$ cat config.mk
export PLATFORM = sky130hd
export DESIGN_NAME = two_class_sorted_queue_alternating_unit
export DESIGN_NICKNAME = d
export VERILOG_FILES = /design/src/sv/tcsq_pkg.sv /design/src/sv/tcsq_cell.sv /design/src/sv/tcsq_chain.sv /design/src/sv/two_class_sorted_queue_alternating_unit.sv
export SDC_FILE = /design/constraint.sdc
export NUM_CORES = 2
export LEC_CHECK = 0
export BUFFER_PORTS_ARGS = -buffer_cell sky130_fd_sc_hd__buf_4
export CORE_UTILIZATION = 55
export DETAILED_ROUTE_END_ITERATION = 8
export GPL_ROUTABILITY_DRIVEN = 0
export PLACE_DENSITY = 0.82
export SETUP_SLACK_MARGIN = 0.05
export SLEW_MARGIN = 20
export SYNTH_ARGS = -nofsm -noshare
export SYNTH_HDL_FRONTEND = slang
export SYNTH_SLANG_ARGS = --single-unit
$ cat constraint.sdc
create_clock -name i_clk -period 8.5 [get_ports i_clk]
set_clock_uncertainty 0.05 [all_clocks]
set_input_delay 0.85 -clock i_clk [delete_from_list [all_inputs] [get_ports i_clk]]
set_output_delay 0.85 -clock i_clk [all_outputs]
set_load 0.02 [all_outputs]
$ cat src/sv/tcsq_pkg.sv
`default_nettype none
// Package for the two-class sorted queue: sizes, command and status codes,
// cell operations and the controller state type. No dependencies.
package tcsq_pkg;

    localparam int QUEUE_DEPTH = 16;
    localparam int VALUE_W     = 16;
    localparam int FILL_W      = $clog2(QUEUE_DEPTH + 1);
    localparam int COUNT_W     = 5;

    localparam logic [1:0] CMD_INSERT  = 2'd0;
    localparam logic [1:0] CMD_REMOVE  = 2'd1;
    localparam logic [1:0] CMD_DEQUEUE = 2'd2;

    localparam logic [1:0] STAT_OK        = 2'd0;
    localparam logic [1:0] STAT_FULL      = 2'd1;
    localparam logic [1:0] STAT_NOT_FOUND = 2'd2;
    localparam logic [1:0] STAT_EMPTY     = 2'd3;

    localparam logic CLASS_PRIO    = 1'b0;
    localparam logic CLASS_REGULAR = 1'b1;

    typedef enum logic [1:0] {
        OP_HOLD,
        OP_INSERT,
        OP_REMOVE,
        OP_SHIFT
    } t_cell_op;

    typedef struct packed {
        t_cell_op             op;
        logic [VALUE_W-1:0]   value;
    } t_cell_ctl;

    typedef enum logic {
        ST_IDLE,
        ST_EXEC
    } t_state;

endpackage
`default_nettype wire

$ cat src/sv/tcsq_cell.sv
`default_nettype none
// One entry of a sorted queue. It compares its value with the broadcast
// value and takes its neighbor's value on insert, remove or shift. Uses tcsq_pkg.
module tcsq_cell (
    input  wire                          i_clk,
    input  tcsq_pkg::t_cell_ctl          i_ctl,
    input  wire                          i_occ,
    input  wire                          i_left_le,
    input  wire [tcsq_pkg::VALUE_W-1:0]  i_left_value,
    input  wire [tcsq_pkg::VALUE_W-1:0]  i_right_value,
    output logic [tcsq_pkg::VALUE_W-1:0] o_value,
    output logic                         o_le,
    output logic                         o_eq
);
    import tcsq_pkg::*;

    logic [VALUE_W-1:0] r_value;
    logic [VALUE_W-1:0] n_value;
    logic               w_lt;

    assign w_lt    = i_occ && (r_value < i_ctl.value);
    assign o_eq    = i_occ && (r_value == i_ctl.value);
    assign o_le    = w_lt || o_eq;
    assign o_value = r_value;

    always_comb begin
        n_value = r_value;
        case (i_ctl.op)
            OP_INSERT: begin
                // The first cell past the insertion point takes the new value;
                // the cells after it move one place to the right.
                if (!o_le) begin
                    n_value = i_left_le ? i_ctl.value : i_left_value;
                end
            end
            OP_REMOVE: begin
                if (!w_lt) begin
                    n_value = i_right_value;
                end
            end
            OP_SHIFT: n_value = i_right_value;
            default:  n_value = r_value;
        endcase
    end

    always_ff @(posedge i_clk) begin
        r_value <= n_value;
    end

endmodule
`default_nettype wire

$ cat src/sv/tcsq_chain.sv
`default_nettype none
// A row of sorted cells forming one class queue. Occupancy comes from the
// fill count. Uses tcsq_pkg and tcsq_cell.
module tcsq_chain (
    input  wire                          i_clk,
    input  tcsq_pkg::t_cell_ctl          i_ctl,
    input  wire [tcsq_pkg::FILL_W-1:0]   i_fill,
    output logic [tcsq_pkg::VALUE_W-1:0] o_head,
    output logic                         o_found
);
    import tcsq_pkg::*;

    logic [VALUE_W-1:0] w_value [QUEUE_DEPTH];
    logic [QUEUE_DEPTH-1:0] w_le;
    logic [QUEUE_DEPTH-1:0] w_eq;
    logic [QUEUE_DEPTH-1:0] w_occ;

    genvar g;
    generate
        for (g = 0; g < QUEUE_DEPTH; g++) begin : g_cell
            logic               w_left_le;
            logic [VALUE_W-1:0] w_left_value;
            logic [VALUE_W-1:0] w_right_value;

            assign w_occ[g] = (i_fill > FILL_W'(g));

            if (g == 0) begin : g_first
                assign w_left_le    = 1'b1;
                assign w_left_value = '0;
            end else begin : g_inner
                assign w_left_le    = w_le[g-1];
                assign w_left_value = w_value[g-1];
            end

            if (g == QUEUE_DEPTH - 1) begin : g_last
                assign w_right_value = '0;
            end else begin : g_body
                assign w_right_value = w_value[g+1];
            end

            tcsq_cell u_cell (
                .i_clk         (i_clk),
                .i_ctl         (i_ctl),
                .i_occ         (w_occ[g]),
                .i_left_le     (w_left_le),
                .i_left_value  (w_left_value),
                .i_right_value (w_right_value),
                .o_value       (w_value[g]),
                .o_le          (w_le[g]),
                .o_eq          (w_eq[g])
            );
        end
    endgenerate

    assign o_head  = w_value[0];
    assign o_found = |w_eq;

endmodule
`default_nettype wire

$ cat src/sv/two_class_sorted_queue_alternating_unit.sv
`default_nettype none
// Top level of the two-class sorted queue with alternating dequeue service.
// Uses tcsq_pkg and two tcsq_chain rows, one per class.
//
//   channel   handshake           payload
//   command   start, busy         i_cmd, i_req_class, i_req_value
//   result    o_done (strobe)     o_status, o_out_class, o_out_value,
//                                 o_prio_count, o_reg_count
//
// A command transfers when start is high and busy is low. The next cycle
// compares it against every cell of both rows at once and updates the rows;
// the registered result strobe follows in the cycle after that, and a new
// command may transfer in the strobe cycle. Reset empties both queues and
// makes the priority class the first one served. Results cannot be stalled.
module two_class_sorted_queue_alternating_unit (
    input  wire                          i_clk,
    input  wire                          i_rst_n,
    input  wire                          start,
    output logic                         busy,
    input  wire [1:0]                    i_cmd,
    input  wire                          i_req_class,
    input  wire [tcsq_pkg::VALUE_W-1:0]  i_req_value,
    output logic                         o_done,
    output logic [1:0]                   o_status,
    output logic                         o_out_class,
    output logic [tcsq_pkg::VALUE_W-1:0] o_out_value,
    output logic [tcsq_pkg::COUNT_W-1:0] o_prio_count,
    output logic [tcsq_pkg::COUNT_W-1:0] o_reg_count
);
    import tcsq_pkg::*;

    t_state r_state;
    t_state n_state;

    logic [1:0]         r_cmd;
    logic               r_class;
    logic [VALUE_W-1:0] r_value;

    logic [FILL_W-1:0]  r_prio_fill;
    logic [FILL_W-1:0]  n_prio_fill;
    logic [FILL_W-1:0]  r_reg_fill;
    logic [FILL_W-1:0]  n_reg_fill;
    logic               r_last_reg;
    logic               n_last_reg;

    logic               r_done;
    logic [1:0]         r_status;
    logic [1:0]         n_status;
    logic               r_out_class;
    logic               n_out_class;
    logic [VALUE_W-1:0] r_out_value;
    logic [VALUE_W-1:0] n_out_value;

    logic               w_accept;
    logic               w_exec;
    t_cell_ctl          w_prio_ctl;
    t_cell_ctl          w_reg_ctl;
    logic [VALUE_W-1:0] w_prio_head;
    logic [VALUE_W-1:0] w_reg_head;
    logic               w_prio_found;
    logic               w_reg_found;
    logic               w_prio_empty;
    logic               w_reg_empty;
    logic               w_serve_reg;

    assign w_accept     = start && !busy;
    assign w_prio_empty = (r_prio_fill == '0);
    assign w_reg_empty  = (r_reg_fill == '0);

    // Next state.
    always_comb begin
        n_state = r_state;
        unique case (r_state)
            ST_IDLE: if (w_accept) begin
                n_state = ST_EXEC;
            end
            ST_EXEC: n_state = ST_IDLE;
            default: n_state = ST_IDLE;
        endcase
    end

    // State outputs.
    always_comb begin
        busy   = 1'b0;
        w_exec = 1'b0;
        unique case (r_state)
            ST_IDLE: begin
                busy   = 1'b0;
                w_exec = 1'b0;
            end
            ST_EXEC: begin
                busy   = 1'b1;
                w_exec = 1'b1;
            end
            default: begin
                busy   = 1'b0;
                w_exec = 1'b0;
            end
        endcase
    end

    tcsq_chain u_prio_chain (
        .i_clk   (i_clk),
        .i_ctl   (w_prio_ctl),
        .i_fill  (r_prio_fill),
        .o_head  (w_prio_head),
        .o_found (w_prio_found)
    );

    tcsq_chain u_reg_chain (
        .i_clk   (i_clk),
        .i_ctl   (w_reg_ctl),
        .i_fill  (r_reg_fill),
        .o_head  (w_reg_head),
        .o_found (w_reg_found)
    );

    assign w_serve_reg = r_last_reg ? w_prio_empty : !w_reg_empty;

    // Command execution: row operations, new fill counts and the result.
    always_comb begin
        w_prio_ctl.op    = OP_HOLD;
        w_prio_ctl.value = r_value;
        w_reg_ctl.op     = OP_HOLD;
        w_reg_ctl.value  = r_value;
        n_prio_fill      = r_prio_fill;
        n_reg_fill       = r_reg_fill;
        n_last_reg       = r_last_reg;
        n_status         = STAT_OK;
        n_out_class      = CLASS_PRIO;
        n_out_value      = '0;
        if (w_exec) begin
            unique case (r_cmd)
                CMD_INSERT: begin
                    if (r_class == CLASS_REGULAR) begin
                        if (r_reg_fill == FILL_W'(QUEUE_DEPTH)) begin
                            n_status = STAT_FULL;
                        end else begin
                            w_reg_ctl.op = OP_INSERT;
                            n_reg_fill   = r_reg_fill + 1'b1;
                        end
                    end else begin
                        if (r_prio_fill == FILL_W'(QUEUE_DEPTH)) begin
                            n_status = STAT_FULL;
                        end else begin
                            w_prio_ctl.op = OP_INSERT;
                            n_prio_fill   = r_prio_fill + 1'b1;
                        end
                    end
                end
                CMD_REMOVE: begin
                    if (r_class == CLASS_REGULAR) begin
                        if (w_reg_found) begin
                            w_reg_ctl.op = OP_REMOVE;
                            n_reg_fill   = r_reg_fill - 1'b1;
                        end else begin
                            n_status = STAT_NOT_FOUND;
                        end
                    end else begin
                        if (w_prio_found) begin
                            w_prio_ctl.op = OP_REMOVE;
                            n_prio_fill   = r_prio_fill - 1'b1;
                        end else begin
                            n_status = STAT_NOT_FOUND;
                        end
                    end
                end
                CMD_DEQUEUE: begin
                    if (w_prio_empty && w_reg_empty) begin
                        n_status = STAT_EMPTY;
                    end else if (w_serve_reg) begin
                        w_reg_ctl.op = OP_SHIFT;
                        n_reg_fill   = r_reg_fill - 1'b1;
                        n_out_class  = CLASS_REGULAR;
                        n_out_value  = w_reg_head;
                        n_last_reg   = 1'b1;
                    end else begin
                        w_prio_ctl.op = OP_SHIFT;
                        n_prio_fill   = r_prio_fill - 1'b1;
                        n_out_class   = CLASS_PRIO;
                        n_out_value   = w_prio_head;
                        n_last_reg    = 1'b0;
                    end
                end
                default: n_status = STAT_OK;
            endcase
            // Once both queues drain, the next service starts with priority.
            if (n_prio_fill == '0 && n_reg_fill == '0) begin
                n_last_reg = 1'b1;
            end
        end
    end

    always_ff @(posedge i_clk) begin
        if (!i_rst_n) begin
            r_state     <= ST_IDLE;
            r_prio_fill <= '0;
            r_reg_fill  <= '0;
            r_last_reg  <= 1'b1;
            r_done      <= 1'b0;
        end else begin
            r_state     <= n_state;
            r_prio_fill <= n_prio_fill;
            r_reg_fill  <= n_reg_fill;
            r_last_reg  <= n_last_reg;
            r_done      <= w_exec;
        end
    end

    always_ff @(posedge i_clk) begin
        if (w_accept) begin
            r_cmd   <= i_cmd;
            r_class <= i_req_class;
            r_value <= i_req_value;
        end
        if (w_exec) begin
            r_status    <= n_status;
            r_out_class <= n_out_class;
            r_out_value <= n_out_value;
        end
    end

    assign o_done       = r_done;
    assign o_status     = r_status;
    assign o_out_class  = r_out_class;
    assign o_out_value  = r_out_value;
    assign o_prio_count = COUNT_W'(r_prio_fill);
    assign o_reg_count  = COUNT_W'(r_reg_fill);

endmodule
`default_nettype wire

# Word-level counts from Yosys, hierarchy flattened
# Index checks and enable logic that the tools add are counted.
# word_totals
wordCells	540
out_inout_bits	31
ff_bits	563
in_bits	22
# classes
eq_ne	107
reduce_logical	145
muxes	175
addsub	4
magnitude_cmp	64
n_bitwise	2
# ops
cell	count
$pmux 16 s3	32
$mux 16	95
$eq 16x16->1	32
$lt 16x16->1	32
$ne 2x2->1 const B	64
$reduce_and 3->1	33
$gt 5x4->1 const B	16
$mux 5	14
$logic_and 1x1->1	67
$gt 5x3->1 const B	8
$logic_or 1x1->1	32
$reduce_or 16->1	2
$mux 2	15
$pmux 5 s3	2
$gt 5x1->1 const B	4
$gt 5x2->1 const B	4
$logic_not 5->1	4
$pmux 2 s3	3
$mux 1	12
$add 5x1->5 const B	2
$eq 2x2->1 const B	5
$eq 5x5->1 const B	2
$sub 5x1->5 const B	2
$eq 2x1->1 const B	3
8 further kinds	12

# Logic depth before layout (Yosys ltp)
# depth
word_depth	11
ltp_mapped	16

# Cells and area by module
# From an unflattened synthesis, not the netlist that was laid out.
# hier_totals
hier_cells	4481
area_unflattened_um2	43215.2
# by_module_without_submodules
module	n_inst	cells_each	seq_area_each_um2	area_per_inst_um2
tcsq_cell	32	130	480.5	1256.2
two_class_sorted_queue_alternating_unit	1	245	1401.3	2613.8
tcsq_chain	2	38	0.0	201.4

# Worst setup path after synthesis
# No wires, ideal clock.
# synth_timing
path_type	register to register
from	reg r_value[13]
to	reg u_prio_chain.g_cell[11].u_cell.r_value[0], enable pin
path_slack_ns	3.716
stages_incl_launch_ff	13
required_time_ns	8.033
n_path_buf	2
synth_period_minus_slack_ns	4.784
setup_ns	0.417
t_arrival_ns	4.318
cell_sequence	edfxtp_1 -> inv_1 -> ha_1 -> nand4_1 -> or4_1 -> o211ai_1 -> nor3_4 -> nor3_2 -> o21a_2 -> buf_6 -> buf_6 -> a21oi_4 -> a221oi_1
# synth_between
elab_chain_cells	10
word_cells_on_any_way	47
cone_classes	1 x order compare; 21 x eq/ne; 4 x mux; 21 x reduce/logical
# synth_rtl
item	line	rtl
start, declared	two_class_sorted_queue_alternating_unit.sv:37	logic [VALUE_W-1:0] r_value;
start signal, assigned	two_class_sorted_queue_alternating_unit.sv:214	r_value <= i_req_value;
$eq 16x16->1	tcsq_cell.sv:22	assign o_eq = i_occ && (r_value == i_ctl.value);
$logic_and 1x1->1	tcsq_cell.sv:22	
$reduce_or 16->1	tcsq_chain.sv:56	assign o_found = |w_eq;
$mux 2	two_class_sorted_queue_alternating_unit.sv:160	if (w_prio_found) begin
$mux 2	two_class_sorted_queue_alternating_unit.sv:152	if (r_class == CLASS_REGULAR) begin
$pmux 2 s3	two_class_sorted_queue_alternating_unit.sv:133	unique case (r_cmd)
$mux 2	two_class_sorted_queue_alternating_unit.sv:132	if (w_exec) begin
$eq 2x2->1 / $eq 2x1->1 (equally long branches)	tcsq_cell.sv:28	case (i_ctl.op)
$ne 2x2->1 (no line) / $reduce_bool 3->1 (equally long branches)	n/a	
$reduce_and 3->1 (no line) (*)	n/a	
end signal, assigned	tcsq_cell.sv:47	r_value <= n_value;
end, declared	tcsq_cell.sv:17	logic [VALUE_W-1:0] r_value;
# Every way passes the cells marked *; elsewhere a longest branch is shown, timed or not.
# A chain may end at the register's enable or synchronous reset.

# Final worst setup path
# layout_timing
from	reg r_value[12]
to	reg u_prio_chain.g_cell[3].u_cell.r_value[0], enable pin
# layout_between
elab_chain_cells	10
word_cells_on_any_way	47
cone_classes	1 x order compare; 21 x eq/ne; 4 x mux; 21 x reduce/logical
# layout_rtl
item	line
$eq 16x16->1	tcsq_cell.sv:22
$logic_and 1x1->1	tcsq_cell.sv:22
$reduce_or 16->1	tcsq_chain.sv:56
$mux 2	two_class_sorted_queue_alternating_unit.sv:160
$mux 2	two_class_sorted_queue_alternating_unit.sv:152
$pmux 2 s3	two_class_sorted_queue_alternating_unit.sv:133
$mux 2	two_class_sorted_queue_alternating_unit.sv:132
$eq 2x2->1 / $eq 2x1->1 (equally long branches)	tcsq_cell.sv:28
$ne 2x2->1 (no line) / $reduce_bool 3->1 (equally long branches)	n/a
$reduce_and 3->1 (no line) (*)	n/a
end signal, assigned	tcsq_cell.sv:47
end, declared	tcsq_cell.sv:17
# Marks and branches as above.

==> flow_summary.yaml <==
setup_path:
  cpPeakStageDelay_ns: 0.95
  critPathKind: "reg2reg"
  crit_path_start_kind: "register"
  crit_arrival_ns: 6.42
  critPathRequiredTime_ns: 8.80
  cp-end-kind: "register"
  r2r-start: "r_value[12]$_DFFE_PP_"
  path_depth: 13
  reg2reg_to: "u_prio_chain.g_cell[3].u_cell.o_value[0]$_DFFE_PP_"
  r2r_cells: 13
  cpMaxStageDelayCell: "edfxtp_1"
  critPathMaxFanout: 69
  crit_path_cell_trace: "inv_2 > buf_4 > ha_1 > nand4_1 > nor4_1 > a32oi_1 > nand4_1 > nor3_4 > nor3_2 > o21a_4 > a21oi_4 > a21oi_1 > buf_4"
  path_buf_inv: 3
  path_delay_family: "compound AO/OA/AOI/OAI gates"
  reg2reg_slack_ns: 2.37
route:
  drc_errors: 0
  totalWireLength_um: 130000
  drt_iter0_drc: 5018
  vias_per_cell: 6.87
  via_count: 34829
  ant_nets: 0
  wl_per_cell_um: 25.6
  first_pass_iters: 6
global_route:
  overflow: 0
  grt_pass1_vias: 33634
  antenna_found_initial: 2
  grt_max_degree: 136
  grt_pass1_wl_um: 195000
  grt_usage: 0.328
clocking:
  postCtsSetupBuffers: 0
  clock-root-buffer: "clkbuf_16"
  cts_hold_buf: 0
  clk_latency_ns: 0.65
  tritoncts.num_buffers: 59
  htree_levels: 2
  clkSinkCount: 563
  cts_tree: "yes"
  clk_transition_reported_paths_ns: 0.06
  ctsResizeCount: 0
  clock_path_buffers: 3
timing:
  setup_viol: 0
  rsz0062_at_grt: "no"
  maxSlewHeadroom: 0.202
  period_needed_ns: 6.13
  final_hold_viol_count: 0
  timing.setup.tns_ns: 0
  period_share: 0.721
  max_freq_ghz: 0.163
  hold_ws_ns: 0.329
  slew_viol_final: 0
  worstMarginPinSlew_ns: 1.19
place:
  port_buffers: 52
  hpwl_um: 88500
  placed_area_mm2: 0.0425
worst_hold_path:
  hold_class: "in2reg"
  min_delay_path_depth: 1
  hp-start: "i_req_value[7]"
  min_to: "r_value[7]$_DFFE_PP_"
yosys:
  synth-edff-count: 550
  syn_inst: 4091
  synth.distinct_cells: 79
  dominantRegCellSynth: "edfxtp_1"
  ys_warn_count: 0
  yosysSeqAreaShare: 0.406
  avgSynthCellArea_um2: 10.1
  netlist_area_mm2: 0.0413
  synthesis.nets: 4636
  postSynth.asyncResetShare: 0
  ys_seq_elements: 563
finish:
  diodes: 0
  fin_area_mm2: 0.0446
  nets: 4600
  layout-drive-gt1-share: 0.0705
  nFillCells: 6050
  area_growth_pct: 7.89
die:
  rows: 100
  die-area_mm2: 0.0762
  dieWidth_um: 276
  core_area_mm2: 0.0743
  initial_utilization: 0.556
  ios: 53
  dieHeight_um: 276
power:
  power.density_mw_per_mm2: 159
  peakVddDrop_v: 0.000157
  total_leakage_power_uw: 0.0174
  power_uw: 7080
run_status:
  status: "complete, no violations"
run:
  drv_cap: 0
layout by cell type, fill, tap and decap left out, types with 16 or more instances in the layout:
master and count:
edfxtp_1 550, ha_1 523, mux2i_1 468, nand2_1 408, a21oi_1 328, nor2_1 302
o21ai_0 288, nand4_1 146, buf_4 128, o21ai_1 122, o21a_1 115, a21o_1 83
nor2b_1 66, clkbuf_16 59, nand3_1 58, inv_1 57, o211ai_1 27, nand2b_1 25
a211oi_1 20, nor3_1 18, a22o_1 16, clkinv_2 16
layer usage:
| metal | share of wire | GRT usage | up-vias | wire length [um] |
|---|---|---|---|---|
| li1 | - | - | 15404 | - |
| met1 | 0.38 | 0.435 | 16389 | 49500 |
| met3 | 0.12 | 0.0639 | 507 | 15900 |
| met4 | 0.057 | 0.174 | 2 | 7450 |
| met2 | 0.44 | 0.510 | 2527 | 56900 |
| met5 | 0.000093 | 0 | - | 12 |
worst max path at each step:
stage | startpoint | to
after detailed placement | r_value[12]$_DFFE_PP_ | u_prio_chain.g_cell[4].u_cell.o_value[8]$_DFFE_PP_
after global placement | r_value[12]$_DFFE_PP_ | u_prio_chain.g_cell[3].u_cell.o_value[8]$_DFFE_PP_
after global routing | r_value[12]$_DFFE_PP_ | u_prio_chain.g_cell[3].u_cell.o_value[1]$_DFFE_PP_
final | r_value[12]$_DFFE_PP_ | u_prio_chain.g_cell[3].u_cell.o_value[0]$_DFFE_PP_
after floorplan | r_value[13]$_DFFE_PP_ | u_prio_chain.g_cell[11].u_cell.o_value[0]$_DFFE_PP_
after CTS | r_value[12]$_DFFE_PP_ | u_prio_chain.g_cell[3].u_cell.o_value[0]$_DFFE_PP_
layout make-up:
class,instances,area [um2],area share
flip-flops and latches,563,16800,0.377
well taps,969,1210,0.0272
inverters,73,274,0.00615
clock inverters,40,464,0.0104
repair buffers,132,1030,0.0232
clock buffers,68,1510,0.0339
multi-input cells,3226,23300,0.523
per-stage QoR:
stage / setup WS, ns / cells / util
2_1_floorplan: 3.72 / 4091 / -
3_3_place_gp: 2.74 / 4963 / 0.572
3_5_place_dp: 2.62 / 4963 / 0.572
4_1_cts: 2.61 / 5071 / 0.599
5_1_grt: 2.25 / 5071 / 0.599
6_report: 2.37 / 5071 / 0.599
cell usage after synthesis, drive strengths merged, types with 11 or more instances:
cell type	count	area (um2)
nor3	21	126
a22o	16	140
nand2b	25	156
and3	11	68.8
nor2b	67	419
a211oi	26	210
and2	16	100
nor4	15	93.8
a21oi	344	1770
edfxtp	550	16500
nand3b	11	82.6
clkbuf	125	469
ha	523	6540
o21a	116	872
nand3	58	290
buf	104	644
nand2	409	1540
mux2i	468	4680
a21o	83	623
dfxtp	13	260
o21ai	420	2120
nor2	303	1140
inv	72	270
o211ai	27	203
nand4	148	947
report_power, final:
part | leakage (uW) | internal [uW] | switching [uW]
Clock | 0.000979 | 1600 | 1160
Combinational | 0.0114 | 412 | 689
Sequential | 0.00511 | 3140 | 83.5
Total | 0.0174 | 5150 | 1930
cells by family (layout without fill, tap and decap cells):
group | after synthesis | after routing | synth area share
buf+inv | 302 | 313 | 0.0336
mux | 468 | 468 | 0.113
fa+ha+maj | 523 | 523 | 0.158
compound gates | 1120 | 1120 | 0.162
xor+xnor | 5 | 5 | 0.00106
simple gates | 1110 | 1110 | 0.125
flops | 563 | 563 | 0.406
Note: power is estimated with default switching activity, not from simulation.
